File: config.mk
export PLATFORM = sky130hd
export DESIGN_NAME = ttbi_out_queue
export DESIGN_NICKNAME = d
export VERILOG_FILES = /design/src/rtl/ttbi_pkg.sv /design/src/rtl/ttbi_out_queue.sv
export SDC_FILE = /design/constraint.sdc
export NUM_CORES = 1
export LEC_CHECK = 0
export BUFFER_PORTS_ARGS = -buffer_cell sky130_fd_sc_hd__buf_2
export CORE_MARGIN = 10
export CORE_UTILIZATION = 50
export CTS_CLUSTER_SIZE = 12
export DETAILED_ROUTE_END_ITERATION = 7
export GPL_TIMING_DRIVEN = 0
export PLACE_DENSITY = 0.76
export SLEW_MARGIN = 20
export SYNTH_ARGS = -nofsm -noshare
export SYNTH_HDL_FRONTEND = slang
export SYNTH_SLANG_ARGS = --single-unit
File: constraint.sdc
create_clock -name clk -period 8.44 [get_ports clk]
set_input_delay 0.422 -clock clk [delete_from_list [all_inputs] [get_ports clk]]
set_output_delay 0.422 -clock clk [all_outputs]
set_load 0.05 [all_outputs]
File: src/rtl/ttbi_pkg.sv
// Types and constants shared by the tagged text block indexer.
`default_nettype none
package ttbi_pkg;

  localparam int NUM_W = 14;
  localparam int OUT_OFF_W = 24;
  localparam int MAXB_W = 11;
  localparam int EPOCH_W = 8;
  localparam int FIELD_BYTES = 4;

  localparam logic [MAXB_W-1:0] MAX_BLOCKS_RST = 11'd1024;

  localparam logic [7:0] CH_OPEN = 8'h5B;
  localparam logic [7:0] CH_CLOSE = 8'h5D;
  localparam logic [7:0] CH_ZERO = 8'h30;
  localparam logic [7:0] CH_NINE = 8'h39;

  localparam logic [1:0] ST_STORED = 2'd0;
  localparam logic [1:0] ST_TAKEN = 2'd1;
  localparam logic [1:0] ST_RANGE = 2'd2;
  localparam logic [1:0] ST_END = 2'd3;

  typedef enum logic [1:0] {
    PH_SEEK_OPEN = 2'd0,
    PH_NUMBER = 2'd1,
    PH_SEEK_CLOSE = 2'd2
  } phase_t;

  typedef struct packed {
    logic [7:0] data_byte;
    logic last;
  } in_t;

  typedef struct packed {
    logic [NUM_W-1:0] block_number;
    logic [OUT_OFF_W-1:0] body_offset;
    logic [1:0] status;
  } out_t;

  typedef struct packed {
    logic lookup;
    logic resolve;
    logic end_res;
    logic file_end;
  } parse_ev_t;

endpackage
`default_nettype wire

File: src/rtl/ttbi_out_queue.sv
// Two-entry result queue: output register plus skid stage.
`default_nettype none
module ttbi_out_queue
  import ttbi_pkg::*;
(
  input wire logic clk,
  input wire logic rst,
  input wire logic push,
  input wire out_t push_data,
  output logic full,
  output logic out_valid,
  input wire logic out_ready,
  output out_t out_data
);

  logic [1:0] count;
  out_t skid;
  logic pop;

  assign pop = out_valid && out_ready;
  assign out_valid = (count != 2'd0);
  assign full = (count == 2'd2);

  always_ff @(posedge clk) begin
    if (rst) begin
      count <= '0;
    end else begin
      count <= count + 2'(push) - 2'(pop);
    end
  end

  always_ff @(posedge clk) begin
    if (pop) begin
      if (count == 2'd2) out_data <= skid;
      else if (push) out_data <= push_data;
    end else if (push) begin
      if (count == 2'd0) out_data <= push_data;
      else skid <= push_data;
    end
  end

endmodule
`default_nettype wire

# Yosys cells after proc, flatten, opt, wreduce, memory -nomap -nowiden
# Index checks and enable logic that the tools add are counted.
[word_totals]
ff_bits = 82
in_bits = 44
word_cells = 25
[op_classes]
n_addsub = 2
eq_ne = 1
muxes = 5
n_bitwise = 2
n_reduce_logical = 8
[op_table]
columns = ["op", "count"]
rows = [
  ["two-way mux 40 bit", 5],
  ["nonzero test 2 bit", 4],
  ["AND reduction 3 bit", 2],
  ["adder 2 x 1 -> 2 bit", 1],
  ["== test 2 bit (second input constant)", 1],
  ["logical NOT 2 bit", 1],
  ["inverter 1 bit", 2],
  ["subtractor 2 x 1 -> 2 bit", 1],
  ["logical AND 1 bit", 1],
]

# Logic depth before layout (Yosys ltp)
# Gate-level depths: netlist of run 1.
[logic_depth]
ltp_word = 4
depth_mapped = 7
ltp_nobuf = 7

# Worst setup path before layout of run 1
# OpenSTA, ideal clock, no wires.
[synth_timing]
path_kind = "register to register"
from = "register count[1]"
to = "register out_data[0] in the netlist's numbering (enable)"
setup_time_ns = 0.493
arrival_time_ns = 3.348
required_ns = 7.947
path_slack_ns = 4.600
stages_incl_launch_ff = 3
path_buffers = 0
period_less_slack_ns = 3.840
cell_sequence = "dfxtp_1 mux2i_1 o21ai_0"
[synth_via]
elab_chain_len = 4
word_cells_on_any_way = 8
[synth_lines]
columns = ["item", "line_no", "text"]
rows = [
  ["start, declared", "ttbi_out_queue.sv:16", "logic [1:0] count;"],
  ["start signal, assigned", "ttbi_out_queue.sv:28", "count <= count + 2'(push) - 2'(pop);"],
  ["nonzero test 2 bit", "ttbi_out_queue.sv:21", "assign out_valid = (count != 2'd0);"],
  ["logical AND 1 bit", "ttbi_out_queue.sv:20", "assign pop = out_valid && out_ready;"],
  ["nonzero test 2 bit (no source line)", "--", ""],
  ["AND reduction 3 bit (no source line) (*)", "--", ""],
  ["end signal, assigned", "ttbi_out_queue.sv:34", "if (count == 2'd2) out_data <= skid;"],
  ["end signal, assigned", "ttbi_out_queue.sv:35", "else if (push) out_data <= push_data;"],
  ["end signal, assigned", "ttbi_out_queue.sv:37", "if (count == 2'd0) out_data <= push_data;"],
  ["end, declared", "ttbi_out_queue.sv:13", "output out_t out_data"],
]
# Mark *: on every way between the ends. The rest lies on a longest branch, timed or not.
# A chain may end at the register's enable or synchronous reset.

# Worst setup path in the final report of run 1
[layout_timing]
from = "register count[1]"
to = "register out_data[21] in the netlist's numbering (enable)"
# Same word-level chain as after synthesis.

==> reports/results.tsv, run 1 <==
metric	value	unit
status	complete, no violations	
I/O pin count	86	
LEAKAGE	1.73	nW
row count	29	
GR Util All Layers	11.3	%
Final Critical Period	1.73	ns
drt total wl	5.66	mm
arrival time worst endpoint	1.77	ns
die height	100	um
kind of critical path	reg2reg	
Worst setup EP type	register	
top cells by area, synth	edfxtp_1 75%, mux2_4 19%, buf_6 1.4%, dfxtp_1 1.2%, ha_1 0.78%	
share of the synthesized area in the top cell type	74.6	%
Yosys reg bits	82	
area grow syn2layout	24.3	%
CTS tree	yes	
Overflow after GRT	0	
wire length per cell	17.6	um
post-cts sizing count	0	
worst vdd ir	0.000209	V
Final Worst Setup Slack	6.71	ns
die area	10000	um2
RSZ-0062 raised after global routing	no	
H-tree Lvls	3	
startpoint type of the worst setup path	register	
fmax	579	MHz
core area	6310	um2
final instance area	4000	um2
Initial Utilization	51.0	%
Cell Pwr Density	320	nW/um2
Final Core Density	63.4	%
DP HPWL	4.20	mm
clock buffer depth	2	
Port-buffer cells	85	
sequential share of the synthesized area	75.9	%
syn nets	187	
crit-path max FO	22	
placed cell area	3810	um2
Yosys warnings	0	
clock latency on the worst-skew pair	0.34	ns
Yosys cell types	16	
skew final	0.0120	ns
hold_buf cts	0	
clk sinks	82	
GPL Wtd Cong	0.715	
DP Cell Count	305	
final routed DRC violation total	0	
Vias/cell	4.83	
Setup violations, final	0	
Clock Tree Root	clkbuf_8	
DRT Pass-1 Iters	4	
Fin Hold WS	0.252	ns
Starting DRT DRC Count	50	
final worst path period share	20.5	%
area leader, netlist	edfxtp_1	
layout cells sized above 1	61.9	%
Setup Fix Bufs, Post-CTS	0	
largest net degree at the start of global routing	25	
Max-Cap Viols	0	
Slew HR	53.2	%
number of global-route vias before repair	1693	
worst-margin pin slew	0.699	ns
via count	1551	
Gate Count Post-Synth	141	
Syn Std Cell Area	3220	um2
CTS clock-pin slew for the worst setup and hold paths	0.08	ns
Cell Count, Final, Fillers Out	321	
initial antenna violation count	0	
Hold Vio Cnt, Final	0	
Final Power	1.28	mW
hold crit path type	in2reg	
Final nets	285	
Setup Total Neg Slack	0	ns
# diodes	0	
reg2reg setup slack	6.71	ns
Num CTS Buffers	9	
CP Data Required Time	8.49	ns
Chip Width	100	um
dpl ws	6.59	ns
first-pass GRT wire length	8.77	mm
Avg Synthesized Cell Area	22.8	um2
DRT antenna net count	0	
fin. max-slew vios	0	
sequential cells by signal, indices dropped and copies added, names as in the netlist:
register,flops
count,2
out_data,40
skid,40
logic make-up after synthesis:
group,Yosys count,share of synthesized area [%]
DFF,82,75.9
muxes,41,19.0
and+or+nand+nor,8,1.90
buffers and inverters,6,1.63
adders and majority gates,2,0.777
AOI/OAI and AO/OA,1,0.155
xor gates and xnor gates,1,0.700
critical path: stages, from the launching register on:
cell,delay (ns)
dfxtp_1,0.45
mux2i_1,0.15
o21ai_4,0.58
buf_16,0.25
final timing paths:
path | cells past startpoint | start | end
setup / recovery | 3 | count[1]$_SDFF_PP0_ | out_data[21]$_DFFE_PP_
hold / removal | 2 | rst | count[1]$_SDFF_PP0_
setup reg to reg | 3 | count[1]$_SDFF_PP0_ | out_data[21]$_DFFE_PP_
hold reg to reg | 1 | skid[15]$_DFFE_PP_ | out_data[15]$_DFFE_PP_
where the power goes:
part	switching, mW	total, mW	internal [mW]
sequential	0.0233	0.570	0.546
combinational	0.292	0.439	0.147
clock	0.137	0.273	0.136
total	0.453	1.28	0.829
synthesized netlist by cell type (all sizes together):
library cell and number:
buf 4, nand2 1, edfxtp 80, dfxtp 2, inv 2, nor2 1
nor2b 2, and3b 1, mux2i 1, o21ai 1, or2 1, nand3b 1
mux2 40, ha 2, and2 1, xnor3 1
layout by cell type, fill, tap and decap left out, drive strengths merged:
master  instances
and2            1
and3b           1
buf            91
bufinv          1
clkbuf          9
clkinv          5
dfxtp           2
edfxtp         80
ha              2
inv             3
mux2           40
mux2i           1
nand2           1
nand3b          1
nor2            1
nor2b           2
o21ai           1
or2             1
xnor3           1
area by class of cell:
cell class / instances / area (um2)
buffer: 4 / 45.0
clock buffer: 9 / 124
clock inverter: 7 / 67.6
fill: 447 / 2310
inverter: 2 / 7.51
multi-input combinational: 53 / 737
sequential: 82 / 2440
tap: 77 / 96.3
timing repair buffer: 87 / 480
layer usage:
layer  global-route usage [%]  vias to the layer above  part of all wire (%)
met1                     13.0                      747                    41
met2                     18.2                       49                    51
met4                     6.85                        0                   2.0
met3                     3.57                       10                   5.7
met5                        0                        -                     0
li1                         -                      745                     -
No activity file was read; power rests on OpenSTA's default activity.
==> inputs of run 2 (changes only) <==
ABC_AREA = 1   (was default)
PLACE_DENSITY = 0.77   (was 0.76)
clock period = 1.7 ns   (was 8.44 ns; I/O delays follow)
==> reports/results.tsv, run 2 <==
metric	value	unit
largest net degree at the start of global routing	19	
Hold Vio Cnt, Final	0	
Reg-to-Reg End	skid[11]$_DFFE_PP_	
HP Start	push	
clock latency on the worst-skew pair	0.35	ns
Clock Tree Root	clkbuf_8	
CP Data Required Time	1.74	ns
DRT antenna net count	0	
crit-path max FO	16	
H-tree Lvls	3	
Cell Pwr Density	1600	nW/um2
row count	29	
Max-Cap Viols	0	
Cell Count, Final, Fillers Out	463	
most frequent cells in the layout	89 x buf_2, 83 x nand2_1, 80 x edfxtp_1	
Yosys cell types	15	
Primary FF master, synth	edfxtp_1	
most common cell after layout, fill and taps aside	buf_2	
Starting DRT DRC Count	81	
die area	9960	um2
final routed DRC violation total	0	
CTS tree	yes	
Worst setup EP type	register	
Final Power	7.09	mW
Async S/R FF share, synth	0	%
clk sinks	82	
synth cell count leaders	83 x nand2_1, 80 x edfxtp_1, 41 x nand3_1	
DRT Pass-1 Iters	4	
final instance area	4430	um2
Gate Count Post-Synth	240	
# fillers	454	
CTS clock-pin slew for the worst setup and hold paths	0.07	ns
kind of critical path	reg2reg	
dpl ws	-0.0610	ns
drt total wl	7.00	mm
top cells by area, synth	edfxtp_1 75%, nand2_1 9.8%, nand3_1 6.4%, buf_6 1.4%, dfxtp_1 1.3%	
worst vdd ir	0.00101	V
first-pass GRT wire length	11.2	mm
Slew HR	56.5	%
worst-margin pin slew	0.651	ns
Final Core Density	70.5	%
layout cells sized above 1	32.1	%
number of global-route vias before repair	2278	
Final nets	427	
biggest regs	out_data x40, skid x40, count x2	
via count	2241	
sequential share of the synthesized area	76.7	%
Final Worst Setup Slack	0.102	ns
status	complete, no violations	
Yosys reg bits	82	
die height	99.8	um
share of the synthesized area in the top cell type	75.4	%
I/O pin count	86	
most numerous cell in the Yosys netlist	nand2_1	
syn nets	286	
GR Util All Layers	14.3	%
Overflow after GRT	0	
final worst path period share	94.0	%
RSZ-0062 raised after global routing	no	
DP HPWL	4.68	mm
Initial Utilization	50.7	%
Chip Width	99.8	um
Setup violations, final	0	
fin. max-slew vios	0	
Num CTS Buffers	9	
# diodes	0	
startpoint type of the worst setup path	register	
skew final	0.0103	ns
Hold Path End	count[0]$_SDFF_PP0_	
DP Cell Count	405	
hold path depth	4	
initial antenna violation count	0	
Final Critical Period	1.60	ns
RR Startpoint	count[0]$_SDFF_PP0_	
hold crit path type	in2reg	
Syn Std Cell Area	3190	um2
Yosys warnings	0	
clock buffer depth	2	
Vias/cell	4.84	
post-cts sizing count	0	
R2R cell count	3	
placed cell area	3800	um2
fmax	626	MHz
Avg Synthesized Cell Area	13.3	um2
LEAKAGE	1.92	nW
GPL Wtd Cong	0.722	
reg2reg setup slack	0.10	ns
area leader, netlist	edfxtp_1	
Post-synth EDFFs	80	
core area	6280	um2
arrival time worst endpoint	1.64	ns
area grow syn2layout	39.0	%
Port-buffer cells	84	
wire length per cell	15.1	um
## run 2: cell types whose count changed after synthesis, moves of 5 or more
cell	before	now
nand2_1	1	83
nand3_1	0	41
mux2_4	40	0
buf_2	0	5
inv_1	2	7
## run 2: kinds of logic (layout without fill, tap and decap cells)
kind of cell | Yosys count | after routing | synth area share (%)
AO/OA/AOI/OAI | 2 | 2 | 0.314
adder cells (fa/ha/maj) | 2 | 2 | 0.785
flip-flops | 82 | 82 | 76.7
buffers and inverters | 22 | 168 | 4.20
AND/OR/NAND/NOR | 132 | 132 | 18.0
## run 2: layout make-up
| class | instances | area, um2 | area share (%) |
|---|---|---|---|
| buffer | 13 | 100 | 2.26 |
| clock buffer | 9 | 124 | 2.80 |
| clock inverter | 7 | 83.8 | 1.89 |
| inverter | 9 | 33.8 | 0.763 |
| multi-input combinational | 136 | 639 | 14.4 |
| sequential | 82 | 2450 | 55.3 |
| tap | 77 | 96.3 | 2.18 |
| timing repair buffer | 130 | 903 | 20.4 |
## run 2: timing repair
action | 4_1_cts | 5_1_grt
hold endpoints to repair | 54 | 0
setup buffers | 1 | 0
hold buffers | 41 | 0
pin swaps | 0 | 1
endpoints found under the setup margin | 18 | 1
cloned | 0 | 0
## run 2: layer usage
metal  wire (um)  GRT usage [%]  share of wire (%)
met1        2810           16.2                 40
met2        3570           23.4                 51
met3         506           6.04                7.2
met4         113           5.73                1.6
met5           0              0                  0
## run 2: worst max-delay path, stage by stage (launching register included)
cell     delay (ns)
dfxtp_4        0.40
nor2_4         0.05
nor3b_4        0.55
buf_6          0.29
## run 2: worst max-delay path by stage
stage	start	end	slack (ns)	cells after the start
after floorplan	count[0]$_SDFF_PP0_	skid[0]$_DFFE_PP_	-0.23	2
after global placement	count[0]$_SDFF_PP0_	skid[18]$_DFFE_PP_	-0.65	2
after detailed placement	count[1]$_SDFF_PP0_	out_data[18]$_DFFE_PP_	-0.06	6
after CTS	count[0]$_SDFF_PP0_	skid[11]$_DFFE_PP_	0.07	3
after global routing	count[0]$_SDFF_PP0_	skid[11]$_DFFE_PP_	0.01	3
final	count[0]$_SDFF_PP0_	skid[11]$_DFFE_PP_	0.10	3
## run 2: report_power, final
part           internal, mW  total, mW  switching [mW]
sequential             2.83       2.97           0.137
combinational         0.652       2.64            1.99
clock                 0.810       1.48           0.673
total                  4.29       7.09            2.80
## run 2: through the flow
stage / hold slack [ns] / setup TNS, ns
floorplan: 0.147 / -12.63
global placement: 0.244 / -39.15
detailed placement: 0.250 / -1.08
CTS: 0.0920 / 0
global route: 0.144 / 0
finish: 0.104 / 0
==> inputs of run 3 (changes only) <==
CORE_UTILIZATION = 45   (was 50)
PLACE_DENSITY = 0.7   (was 0.77)
==> reports/results.tsv, run 3 (synthesis results as in run 2) <==
metric	value	unit
die height	104	um
# fillers	529	
LEAKAGE	1.95	nW
skew final	0.0116	ns
drt total wl	7.12	mm
die area	10800	um2
Slew HR	82.5	%
DRT Pass-1 Iters	5	
most common cell after layout, fill and taps aside	buf_2	
hold crit path type	in2reg	
CTS tree	yes	
RSZ-0062 raised after global routing	no	
layout cells sized above 1	33.5	%
Vias/cell	4.65	
clock latency on the worst-skew pair	0.34	ns
worst-margin pin slew	0.264	ns
largest net degree at the start of global routing	24	
clock buffer depth	2	
Starting DRT DRC Count	76	
Overflow after GRT	0	
Final Power	7.13	mW
Critical Path Max Stage Delay	0.37	ns
kind of critical path	reg2out	
GPL Wtd Cong	0.783	
CP cell instances	inv_2 > nor2_8 > buf_4 > buf_2	
core area	6830	um2
Fin Hold WS	0.115	ns
number of global-route vias before repair	2395	
Num CTS Buffers	9	
row count	30	
CP Data Required Time	1.62	ns
post-cts sizing count	0	
DRT antenna net count	0	
fmax	671	MHz
crit-path max FO	10	
most frequent cells in the layout	89 x buf_2, 83 x nand2_1, 80 x edfxtp_1	
initial antenna violation count	0	
fin. max-slew vios	0	
Clock Tree Root	clkbuf_8	
Setup violations, final	0	
Final Critical Period	1.49	ns
area grow syn2layout	41.3	%
clk sinks	82	
slowest cell on the critical path	dfxtp_2	
Final Core Density	65.9	%
H-tree Lvls	3	
Chip Width	104	um
wire length per cell	14.6	um
first-pass GRT wire length	11.5	mm
final worst path period share	87.7	%
Worst setup EP type	output port	
Initial Utilization	46.6	%
via count	2263	
worst vdd ir	0.000854	V
arrival time worst endpoint	1.41	ns
GR Util All Layers	12.9	%
Hold Vio Cnt, Final	0	
final routed DRC violation total	0	
# diodes	0	
Final nets	433	
Max-Cap Viols	0	
Cell Pwr Density	1580	nW/um2
Setup Total Neg Slack	0	ns
DP HPWL	4.75	mm
biggest regs	out_data x40, skid x40, count x2	
Port-buffer cells	84	
status	complete, no violations	
CTS clock-pin slew for the worst setup and hold paths	0.08	ns
startpoint type of the worst setup path	register	
I/O pin count	86	
## run 3: final cells by class
cell class | count | area [um2] | area share (%)
Buffer | 13 | 100 | 2.22
Clock buffer | 10 | 128 | 2.84
Clock inverter | 5 | 80.1 | 1.78
Inverter | 9 | 33.8 | 0.751
Multi-Input combinational cell | 136 | 639 | 14.2
Sequential cell | 82 | 2450 | 54.4
Tap cell | 96 | 120 | 2.67
Timing Repair Buffer | 136 | 952 | 21.2
## run 3: metrics by stage
stage	instance area, um2	worst slack, ns	std cells
after floorplan	3220	-0.230	240
after global placement	3760	-0.710	420
after detailed placement	3830	-0.103	424
after CTS	4480	0.0105	484
after global routing	4500	0.0933	487
final	4500	0.210	487
## run 3: metal layers
layer	track usage, %	wire, um	up-vias
li1	-	-	1125
met1	14.4	3020	1058
met2	22.3	3620	70
met3	3.97	418	10
met4	4.87	66	0
met5	0	0	-
## run 3: power by group
part	switching, mW	leakage (nW)	internal, mW	total (mW)
registers	0.141	0.773	2.83	2.97
logic	2.00	1.08	0.689	2.69
clock network	0.654	0.0984	0.817	1.47
## run 3: critical path, delay by kind of cell, from the launching register on
kind / cells / cell delay, ns
buffers and inverters: 3 / 0.56
flip-flops: 1 / 0.37
AND/OR/NAND/NOR: 1 / 0.15
## run 3: final timing paths
check / slack (ns) / startpoint / end / depth (start not counted)
setup / recovery: 0.21 / count[1]$_SDFF_PP0_ / full / 4
hold reg to reg: 0.55 / skid[21]$_DFFE_PP_ / out_data[21]$_DFFE_PP_ / 2
hold / removal: 0.11 / push / count[0]$_SDFF_PP0_ / 4
setup reg to reg: 0.21 / count[0]$_SDFF_PP0_ / count[1]$_SDFF_PP0_ / 9
## run 3: what timing repair did
item                       4_1_cts  5_1_grt
setup endpoints to repair       23       12
hold endpoints to repair        42        0
setup buffers                    4        3
hold buffers                    41        0
pin swaps                        0        1
