--- src/rtl/ttbi_pkg.sv ---
// Types and constants shared by the tagged text block indexer.
`default_nettype none
package ttbi_pkg;

  localparam int NUM_W = 14;
  localparam int OUT_OFF_W = 24;
  localparam int MAXB_W = 11;
  localparam int EPOCH_W = 8;
  localparam int FIELD_BYTES = 4;

  localparam logic [MAXB_W-1:0] MAX_BLOCKS_RST = 11'd1024;

  localparam logic [7:0] CH_OPEN = 8'h5B;
  localparam logic [7:0] CH_CLOSE = 8'h5D;
  localparam logic [7:0] CH_ZERO = 8'h30;
  localparam logic [7:0] CH_NINE = 8'h39;

  localparam logic [1:0] ST_STORED = 2'd0;
  localparam logic [1:0] ST_TAKEN = 2'd1;
  localparam logic [1:0] ST_RANGE = 2'd2;
  localparam logic [1:0] ST_END = 2'd3;

  typedef enum logic [1:0] {
    PH_SEEK_OPEN = 2'd0,
    PH_NUMBER = 2'd1,
    PH_SEEK_CLOSE = 2'd2
  } phase_t;

  typedef struct packed {
    logic [7:0] data_byte;
    logic last;
  } in_t;

  typedef struct packed {
    logic [NUM_W-1:0] block_number;
    logic [OUT_OFF_W-1:0] body_offset;
    logic [1:0] status;
  } out_t;

  typedef struct packed {
    logic lookup;
    logic resolve;
    logic end_res;
    logic file_end;
  } parse_ev_t;

endpackage
`default_nettype wire

--- src/rtl/ttbi_parser.sv ---
// Byte scanner: record framing, number accumulation and file offset.
`default_nettype none
module ttbi_parser
  import ttbi_pkg::*;
#(
  parameter int OFFSET_BITS = 24
) (
  input wire logic clk,
  input wire logic rst,
  input wire logic accept,
  input wire in_t byte_in,
  output parse_ev_t ev,
  output logic [NUM_W-1:0] lookup_num,
  output logic [NUM_W-1:0] res_number,
  output logic [OUT_OFF_W-1:0] res_offset
);

  phase_t phase, phase_next;
  logic [2:0] field_count;
  logic [NUM_W-1:0] number_accum;
  logic digits_stopped;
  logic [OFFSET_BITS-1:0] byte_offset;
  logic scan_ended;

  logic [7:0] b;
  logic is_end, is_digit, take_digit, active, in_field;
  logic [NUM_W-1:0] accum_next;
  logic [OFFSET_BITS-1:0] off_inc, off_sel;
  logic [OFFSET_BITS+OUT_OFF_W-1:0] off_wide;

  assign b = byte_in.data_byte;
  assign is_end = byte_in.last || (b == 8'd0);
  assign is_digit = (b >= CH_ZERO) && (b <= CH_NINE);
  assign take_digit = !digits_stopped && is_digit;
  assign accum_next = NUM_W'(number_accum * NUM_W'(10) + NUM_W'(b - CH_ZERO));
  assign active = accept && !scan_ended && !is_end;
  assign in_field = field_count < 3'(FIELD_BYTES);
  assign off_inc = byte_offset + OFFSET_BITS'(1);

  // number as it stands after this byte, for the early table read
  assign lookup_num = take_digit ? accum_next : number_accum;
  assign res_number = number_accum;

  assign off_sel = ev.resolve ? off_inc : byte_offset;
  assign off_wide = {{OUT_OFF_W{1'b0}}, off_sel};
  assign res_offset = off_wide[OUT_OFF_W-1:0];

  always_comb begin
    phase_next = phase;
    if (accept) begin
      if (byte_in.last) begin
        phase_next = PH_SEEK_OPEN;
      end else if (!scan_ended && b != 8'd0) begin
        unique case (phase)
          PH_NUMBER: begin
            if (!in_field) phase_next = PH_SEEK_CLOSE;
          end
          PH_SEEK_CLOSE: begin
            if (b == CH_CLOSE) phase_next = PH_SEEK_OPEN;
          end
          default: begin
            phase_next = (b == CH_OPEN) ? PH_NUMBER : PH_SEEK_OPEN;
          end
        endcase
      end
    end
  end

  always_comb begin
    ev.file_end = accept && byte_in.last;
    ev.end_res = accept && !scan_ended && is_end;
    ev.lookup = active && (phase == PH_NUMBER) && (field_count == 3'(FIELD_BYTES - 1));
    ev.resolve = active && (phase == PH_NUMBER) && !in_field;
  end

  always_ff @(posedge clk) begin
    if (rst) begin
      phase <= PH_SEEK_OPEN;
      field_count <= '0;
      number_accum <= '0;
      digits_stopped <= 1'b0;
      byte_offset <= '0;
      scan_ended <= 1'b0;
    end else begin
      phase <= phase_next;
      if (accept) begin
        if (byte_in.last) begin
          field_count <= '0;
          number_accum <= '0;
          digits_stopped <= 1'b0;
          byte_offset <= '0;
          scan_ended <= 1'b0;
        end else begin
          byte_offset <= off_inc;
          if (!scan_ended) begin
            if (b == 8'd0) begin
              scan_ended <= 1'b1;
            end else if (phase == PH_NUMBER && in_field) begin
              if (take_digit) number_accum <= accum_next;
              else digits_stopped <= 1'b1;
              field_count <= field_count + 3'd1;
            end else if (phase == PH_SEEK_OPEN && b == CH_OPEN) begin
              field_count <= '0;
              number_accum <= '0;
              digits_stopped <= 1'b0;
            end
          end
        end
      end
    end
  end

endmodule
`default_nettype wire

--- config.mk ---
export PLATFORM = sky130hd
export DESIGN_NAME = ttbi_parser
export DESIGN_NICKNAME = d
export VERILOG_FILES = /design/src/rtl/ttbi_pkg.sv /design/src/rtl/ttbi_parser.sv
export SDC_FILE = /design/constraint.sdc
export NUM_CORES = 1
export LEC_CHECK = 0
export ABC_AREA = 1
export BUFFER_PORTS_ARGS = -buffer_cell sky130_fd_sc_hd__buf_4
export CAP_MARGIN = 20
export CORE_UTILIZATION = 58
export CTS_BUF_LIST = sky130_fd_sc_hd__clkbuf_16
export CTS_CLUSTER_SIZE = 16
export DETAILED_ROUTE_END_ITERATION = 8
export PLACE_DENSITY = 0.82
export SYNTH_ARGS = -nofsm -noshare
export SYNTH_HDL_FRONTEND = slang
export SYNTH_SLANG_ARGS = --single-unit
--- constraint.sdc ---
create_clock -name clk -period 4.19 [get_ports clk]
set_input_delay 0.2095 -clock clk [delete_from_list [all_inputs] [get_ports clk]]
set_output_delay 0.2095 -clock clk [all_outputs]
set_load 0.03 [all_outputs]
# --- Word-level counts from Yosys, hierarchy flattened ---
# Cells that the tools add are included.
totals:
  n_memories: 0
  ram_bits: 0
  romBits: 0
  word_cells: 77
  in_bits: 12
  ff_bits: 45
  out_inout_bits: 56
  latch_bits: 0
classes:
  div: 0
  shift: 0
  reduce_logical: 25
  n_mul: 1
  eq_ne: 10
  n_addsub: 4
  n_bitwise: 0
  magnitude_cmp: 3
  mux: 28
op_table:
  columns: ["cell", "n"]
  rows:
  - ["$mux 14", 6]
  - ["$mux 24", 2]
  - ["$add 24x1->24 const B", 1]
  - ["$eq 8x7->1 const B", 2]
  - ["$mux 3", 5]
  - ["$add 14x14->14", 1]
  - ["$mul 14x3->13 const B", 1]
  - ["$logic_and 1x1->1", 12]
  - ["$mux 1", 10]
  - ["$ne 3x3->1 const B", 3]
  - ["$sub 8x6->9 const B", 1]
  - ["$ge 8x6->1 const B", 1]
  - ["$le 8x6->1 const B", 1]
  - ["$logic_not 8->1", 1]
  - ["$mux 2", 4]
  - ["$reduce_and 4->1", 2]
  - ["$reduce_bool 8->1", 1]
  - ["$reduce_and 5->1", 1]
  - ["$logic_not 1->1", 4]
  - ["$ne 2x2->1 const B", 2]
  - ["$pmux 2 s2", 1]
  - ["$add 3x1->3 const B", 1]
  - ["$eq 3x2->1 const B", 1]
  - ["$lt 3x3->1 const B", 1]
  - ["other kinds (6)", 6]

# --- Longest topological paths before layout ---
# Gate-level depths: netlist of the first run.
logic_depth:
  depth_word: 8
  depth_mapped: 22
  ltp_nobuf: 22

# --- Worst setup path before layout of the first run ---
# Ideal clock, no wire load.
synth_path:
  kind: "register to output"
  startpoint: "register number_accum[1] (netlist: res_number[1])"
  endpoint: "output port lookup_num[13]"
  path_slack_ps: 495
  arrival_time_ps: 3486
  required_ps: 3980
  path_buffers: 0
  stages_incl_launch_ff: 21
  cell_sequence: "dfxtp_1 > ha_1 > ha_1 > fa_1 > nand3_1 > nand2_1 > a21o_1 > a21oi_1 > o21ai_0 > nand2_1 > nand2_1 > nand2_1 > nand2_1 > ha_1 > a21o_1 > nor2_1 > nand2_1 > nor2_1 > nand3_1 > nand3_1 > and2_1"
synth_between:
  elab_chain_cells: 3
synth_rtl:
  columns: ["item", "line", "rtl"]
  rows:
  - ["start, declared", "ttbi_parser.sv:20", "logic [NUM_W-1:0] number_accum;"]
  - ["start signal, assigned", "ttbi_parser.sv:99", "if (take_digit) number_accum <= accum_next;"]
  - ["$mul 14x3->13", "ttbi_parser.sv:35", "assign accum_next = NUM_W'(number_accum * NUM_W'(10) + NUM_W'(b - CH_ZERO));"]
  - ["$add 14x14->14", "ttbi_parser.sv:35", null]
  - ["$mux 14", null, null]
  - ["end, declared", "ttbi_parser.sv:13", "output logic [NUM_W-1:0] lookup_num,"]
# No other way between the ends.

# --- Worst setup path in the final report of the first run ---
# Same ends and word-level chain as after synthesis.

==> flow_summary_export.csv, run 1 <==
group,metric,value,unit
synthesis,avgSynthCellArea,6.32,um^2
synthesis,synthTopCellsByCount,"nand2_1, inv_1, nand3_1",
critical_path,crit_slowest_cell,"fa_1",
global_routing,grt_usage,31.2,%
synthesis,ys_ff_latch,45,
timing,post-route-min-period,3.98,ns
drt,num_vias,4500,
critical_path,cp_max_fo,6,
floorplanning,die_w,87.5,um
floorplanning,start_util,61.0,%
cts,clockBufferDepth,2,
min_path,hold_path.class,"input port to register",
cts,htreeDepth,2,
critical_path,crit_family,"adder cells",
timing,finalCritPeriodShare,95.0,%
cts,cts_tree,"yes",
cts,cts-root-buf,"clkbuf_16",
place,dp_slack,0.477,ns
timing,setup_viol,0,
timing,finClkSkew,0.00441,ns
timing,finalSetupTns,0,ns
drt,drt_pass1_iterations,5,
synthesis,yosysMostFrequentCell,"nand2_1",
cts,clock_latency,0.29,ns
timing,drv_slew,0,
cells_and_area,fillers,639,
cts,cts_sinks,45,
synthesis,synth_flop_cell,"dfxtp_1",
cells_and_area,layout-drive-gt1-share,16.8,%
cells_and_area,final_util,71.2,%
critical_path,crit_top_cell,"nand2_1",
floorplanning,die_h,87.5,um
synthesis,ys_types,40,
synthesis,yosys_warnings,0,
synthesis,yosysTopAreaCellShare,21.3,%
drt,drtIter0Drc,282,
cells_and_area,regArea,903,um^2
global_routing,antenna_found_initial,0,
critical_path,critPathMaxStageDelay,0.42,ns
cells_and_area,antennaDiodeCount,0,
timing,worst_slew_pin_slew,0.967,ns
cts,cts_hold_buf,0,
place,place_congestion,0.954,
timing,max_freq,251,MHz
pwr,p_leak,0.00251,uW
cells_and_area,fin_area,4940,um^2
global_routing,grt_pass1_wl,19000,um
drt,drc,0,
global_routing,grt_start_max_net_pins,42,
timing,maxSlewHeadroom,35.5,%
cts,clk_pin_slew,0.07,ns
place,dpl.cell_count,818,
drt,ant_nets,0,
drt,routedWlPerCell,13.6,um
synthesis,syn-num-nets,726,
floorplanning,coreArea,6940,um^2
cells_and_area,syn2layout_area_growth,16.6,%
synthesis,synth-edff-count,0,
timing,hold_viol,0,
global_routing,grt_pass1_vias,4079,
place,dp_hpwl,8640,um
cells_and_area,multi_input_area,2950,um^2
timing,timing.final.ws_setup,0.210,ns
floorplanning,ios,68,
place,io_buffers,67,
critical_path,endpoint_kind,"output pin",
synthesis,synth_top_cell_by_area,"dfxtp_1",
cts,cts_buffers,5,
critical_path,startpoint_type,"register",
global_routing,grt-ovfl-total,0,
critical_path,worstPathCellList,"ha_1, ha_1, fa_1, nand3_1, nand2_1, a21o_1, a21oi_2, o21ai_0, nand2_1, nand2_1, nand2_1, nand2_1, ha_1, a21o_1, nor2_1, nand2_1, nor2_1, nand3_1, nand3_1, and2_1, buf_4",
drt,wl,11200,um
drt,vias_per_cell,5.45,
timing,rsz0062_at_grt,"no",
place,post_dp_cell_area,4790,um^2
cells_and_area,nNetsFinal,784,
synthesis,netlist_area,4240,um^2
floorplanning,rows,30,
outcome,status,"finished clean",
critical_path,critPathRequiredTime,3.98,ns
synthesis,async_flop_share,0,%
pwr,irDropWorstVdd,0.000186,V
synthesis,syn_inst,671,
job,drv_cap,0,
synthesis,synth_area_leaders,"dfxtp_1, nand2_1, ha_1, nand3_1, a21oi_1",
critical_path,cp.arrival,3.77,ns
floorplanning,die-area,7650,um^2
critical_path,path_buf_inv,1,
critical_path,timing_worst_setup_path_type,"register to output pin",
pwr,cellPowerDensity,202,nW/um^2
synthesis,ys_seq_area_share,21.3,%
cells_and_area,stdcell_count,826,
[repair_timing]
item	CTS	global route
resized for setup	0	3
setup buffers	0	0
setup endpoints to repair	0	1
[worst paths after layout]
kind	from	end	slack (ns)	cells past startpoint
hold reg to reg	field_count[2]$_SDFFE_PP0P_	field_count[2]$_SDFFE_PP0P_	0.47	2
hold / removal	accept	scan_ended$_SDFFE_PP0P_	0.27	3
setup / recovery	res_number[1]$_SDFFE_PP0P_	lookup_num[13]	0.21	21
setup reg to reg	res_number[1]$_SDFFE_PP0P_	res_number[13]$_SDFFE_PP0P_	0.70	21
[placed cells by master (no fill, tap or decap), drive strengths merged]
master      n
nor3       13
inv        83
o211a       2
buf        69
o21ai      32
nand4      12
and2        5
clkbuf      5
a211oi      1
clkinvlp    1
a21o        2
a21boi      2
xor2       17
dfxtp      45
and3        1
or2        10
xnor2       9
o21a        2
nor2       38
a31oi       2
fa          2
a21oi      53
clkinv      2
nand3      65
nor4        2
ha         41
nand2     214
[kinds of logic after synthesis]
logic type,synth area share [%]
adder cells (fa/ha/maj),13.0
buffers and inverters,9.36
AO/OA/AOI/OAI,12.2
AND/OR/NAND/NOR,38.8
flip-flops,21.3
XOR/XNOR,5.37
[stage by stage]
stage	hold slack (ns)	power, uW
3_5_place_dp	0.463	612
3_3_place_gp	0.455	607
2_1_floorplan	0.390	558
5_1_grt	0.276	1040
4_1_cts	0.257	1010
6_report	0.265	999
[registers in the layout, summed over array words and instances, names as in the netlist]
register        cells
byte_offset        24
field_count         3
phase               2
scan_ended          1
digits_stopped      1
res_number         14
[power by group]
part	internal (uW)	switching, uW	total, uW
clock network	219	177	396
logic	54.1	113	167
registers	432	4.67	437
total	705	294	999
[cell type report]
type,count,share of cell area (%)
multi-input combinational,525,59.6
sequential,45,18.3
timing repair buffer,69,10.5
inverter,83,6.30
clock buffer,5,2.53
tap,96,2.43
clock inverter,3,0.354
[metal layers]
layer  part of all wire (%)  vias up  track usage (%)
li1                       -     2298                -
met1                     48     2056             42.8
met2                     46      133             52.6
met3                    5.3       13             3.70
met4                    1.1        0             6.11
met5                      0        -                0
[tightest hold or removal path, delay by kind of cell]
kind,cells,cell delay [ns]
buffers and inverters,1,0.12
AND/OR/NAND/NOR,1,0.10
AO/OA/AOI/OAI,1,0.09
No activity file was read; power rests on OpenSTA's default activity.
==> run 2, diff against run 1 <==
--- a/config.mk
+++ b/config.mk
@@ -5,14 +5,14 @@
 export SDC_FILE = /design/constraint.sdc
 export NUM_CORES = 1
 export LEC_CHECK = 0
-export ABC_AREA = 1
 export BUFFER_PORTS_ARGS = -buffer_cell sky130_fd_sc_hd__buf_4
 export CAP_MARGIN = 20
-export CORE_UTILIZATION = 58
+export CORE_UTILIZATION = 57
 export CTS_BUF_LIST = sky130_fd_sc_hd__clkbuf_16
 export CTS_CLUSTER_SIZE = 16
 export DETAILED_ROUTE_END_ITERATION = 8
-export PLACE_DENSITY = 0.82
+export MAX_ROUTING_LAYER = met4
+export PLACE_DENSITY = 0.81
 export SYNTH_ARGS = -nofsm -noshare
 export SYNTH_HDL_FRONTEND = slang
 export SYNTH_SLANG_ARGS = --single-unit
==> run 2 against run 1 <==
  * Critical path depth fell by 3
  * Hold slack improved by 0.082 ns
  * Setup slack got worse by 0.22 ns
  * Critical path type unchanged
  * The flow now finishes with violations (negative setup slack)
  * Synthesized cell count fell by 27%
==> flow_summary_export.csv, run 2 <==
group,metric,value,unit
critical_path,critPathRequiredTime,3.98,ns
place,dp_slack,0.0827,ns
synthesis,yosysTopAreaCellShare,23.7,%
floorplanning,rows,29,
cells_and_area,multi_input_area,2940,um^2
critical_path,cp.arrival,3.99,ns
global_routing,grt_usage,28.4,%
synthesis,avgSynthCellArea,7.77,um^2
min_path,hold_path.class,"input port to register",
synthesis,synth_xor_area_share,9.91,%
critical_path,worstPathCellList,"ha_4, ha_4, a211oi_2, nor2_1, o21a_1, o21a_1, o21a_1, nor2_2, xnor2_1, ha_2, nand2_4, o21ai_4, a41oi_2, nor2_2, o31ai_4, xnor2_1, mux2_2, buf_6",
outcome,violations,"negative setup slack",
pwr,cellPowerDensity,212,nW/um^2
drt,routedWlPerCell,16.6,um
synthesis,synth_area_leaders,"dfxtp_1, ha_1, nor2_1, xnor2_1, a21oi_1",
floorplanning,die_h,83.7,um
place,place_congestion,0.860,
drt,drc,0,
cells_and_area,final_util,74.6,%
drt,ant_nets,0,
cells_and_area,largest_reg_flops,24,
cts,clock_latency,0.29,ns
cells_and_area,final_common_cell,"nor2_1",
cells_and_area,fillers,446,
timing,drv_slew,0,
cells_and_area,syn2layout_area_growth,25.3,%
timing,setup_viol,1,
synthesis,syn-num-nets,544,
cells_and_area,final_cell_mix,"nor2_1, buf_4, nand2_1",
global_routing,grt_start_max_net_pins,43,
synthesis,synth_fa_ha_area_share,14.5,%
floorplanning,ios,68,
pwr,irDropWorstVdd,0.000225,V
timing,finalCritPeriodShare,100,%
floorplanning,die-area,7000,um^2
place,io_buffers,67,
synthesis,syn_inst,489,
cells_and_area,nNetsFinal,607,
critical_path,crit_top_cell,"o21a_1",
job,drv_cap,0,
timing,finalSetupTns,-0.00646,ns
timing,worst_slew_pin_slew,0.834,ns
synthesis,netlist_area,3800,um^2
global_routing,grt-ovfl-total,0,
critical_path,timing_worst_setup_path_type,"register to output pin",
cells_and_area,regMostFlops,"byte_offset",
drt,num_vias,3823,
synthesis,ys_ff_latch,45,
synthesis,yosysMostFrequentCell,"nor2_1",
critical_path,startpoint_type,"register",
cts,htreeDepth,2,
floorplanning,start_util,59.5,%
global_routing,grt_pass1_wl,16100,um
cts,cts-root-buf,"clkbuf_16",
synthesis,yosys_warnings,0,
pwr,comb_power_share,11.5,%
critical_path,crit_slowest_cell,"ha_2",
synthesis,ys_seq_area_share,23.7,%
synthesis,synth_mux_area_share,3.82,%
pwr,power.switching,260,uW
synthesis,synth_top_family_by_area,"simple AND/OR/NAND/NOR gates",
synthesis,ys_types,56,
synthesis,synthTopCellsByCount,"nor2_1, dfxtp_1, nand2_1",
drt,vias_per_cell,6.07,
place,dp_hpwl,6680,um
pwr,power.share.sequential,42.3,%
timing,rsz0062_at_grt,"yes",
pwr,total_power,1010,uW
critical_path,cp_max_fo,5,
cts,cts_tree,"yes",
pwr,p_leak,0.00213,uW
timing,finClkSkew,0.00728,ns
cells_and_area,layout-drive-gt1-share,24.8,%
critical_path,r2r_slack,0.60,ns
drt,drt_pass1_iterations,4,
critical_path,endpoint_kind,"output pin",
pwr,p_int,749,uW
timing,max_freq,238,MHz
drt,wl,10500,um
timing,maxSlewHeadroom,44.4,%
cts,cts_buffers,5,
cells_and_area,regArea,921,um^2
synthesis,synth-compound-area-share,19.7,%
timing,holdWs,0.348,ns
cts,cts_sinks,45,
cts,clockBufferDepth,2,
floorplanning,coreArea,6390,um^2
drt,drtIter0Drc,311,
timing,hold_viol,0,
synthesis,synthSimpleGateAreaFrac,24.2,%
synthesis,synth-edff-count,0,
synthesis,synth_top_cell_by_area,"dfxtp_1",
global_routing,antenna_found_initial,0,
pwr,clkPwrFrac,46.2,%
global_routing,grt_pass1_vias,3522,
cells_and_area,antennaDiodeCount,0,
pwr,p_sw_share,25.8,%
critical_path,critPathMaxStageDelay,0.42,ns
timing,post-route-min-period,4.20,ns
synthesis,async_flop_share,0,%
synthesis,synth_flop_cell,"dfxtp_1",
timing,timing.final.ws_setup,-0.00646,ns
floorplanning,die_w,83.7,um
outcome,status,"finished with violations",
cts,clk_pin_slew,0.07,ns
run 2: changes by cell type after synthesis, sizes merged, moves of 8 or more:
cell	delta
nand2	-172
inv	-66
nand3	-58
nor2	+40
a21oi	-19
xnor2	+19
a22oi	+16
mux2	+12
nand2b	+8
run 2: what timing repair did:
item                       4_1_cts  5_1_grt
setup buffers                    1        7
pin swaps                        3       20
setup endpoints to repair        3        3
gates cloned                     0        0
resized for setup               11       35
hold buffers                     0        0
hold endpoints to repair         0        0
run 2: metal layers:
layer  GRT usage (%)  wire (um)  up-vias
met5               -          0        -
met4            8.01        239        0
met3            5.24        719       29
met2            49.7       5310      163
met1            33.3       4210     1774
li1                -          -     1857
run 2: layout make-up:
class | instances | area share [%]
clock buffer | 5 | 2.63
clock inverter | 3 | 0.893
inverter | 17 | 1.34
multi-input combinational | 407 | 61.6
sequential | 45 | 19.3
tap | 77 | 2.02
timing repair buffer | 76 | 12.1
run 2: power groups by stage:
stage	clock network, uW	registers (uW)	logic [uW]
2_1_floorplan	0	440	73.9
3_3_place_gp	0	440	106
3_5_place_dp	0	440	108
4_1_cts	471	430	109
5_1_grt	491	427	126
6_report	466	427	116
run 2: path summary, 6_finish.rpt:
path | endpoint | start | cells past startpoint
max reg2reg | res_number[9]$_SDFFE_PP0P_ | res_number[4]$_SDFFE_PP0P_ | 13
min reg2reg | field_count[0]$_SDFFE_PP0P_ | field_count[0]$_SDFFE_PP0P_ | 1
max | lookup_num[12] | res_number[4]$_SDFFE_PP0P_ | 18
min | scan_ended$_SDFFE_PP0P_ | accept | 3
run 2: logic make-up (layout without fill, tap and decap cells):
family | Yosys count | in the layout
AOI/OAI and AO/OA | 118 | 118
xor gates and xnor gates | 43 | 43
adders and majority gates | 43 | 43
and+or+nand+nor | 190 | 190
DFF | 45 | 45
buffers and inverters | 37 | 101
muxes | 13 | 13
run 2: worst max-delay path: cells and delay by family, from the launching register on:
kind,cells,cell delay [ns]
buf+inv,1,0.14
compound gates,7,1.27
xor+xnor,2,0.23
mux,1,0.28
simple gates,4,0.48
flops,1,0.37
fa+ha+maj,3,0.91
run 2: per-stage QoR:
stage / cells / cell area (um^2)
floorplan: 489 / 3800
global placement: 614 / 4320
detailed placement: 614 / 4320
CTS: 623 / 4520
global route: 630 / 4760
finish: 630 / 4760
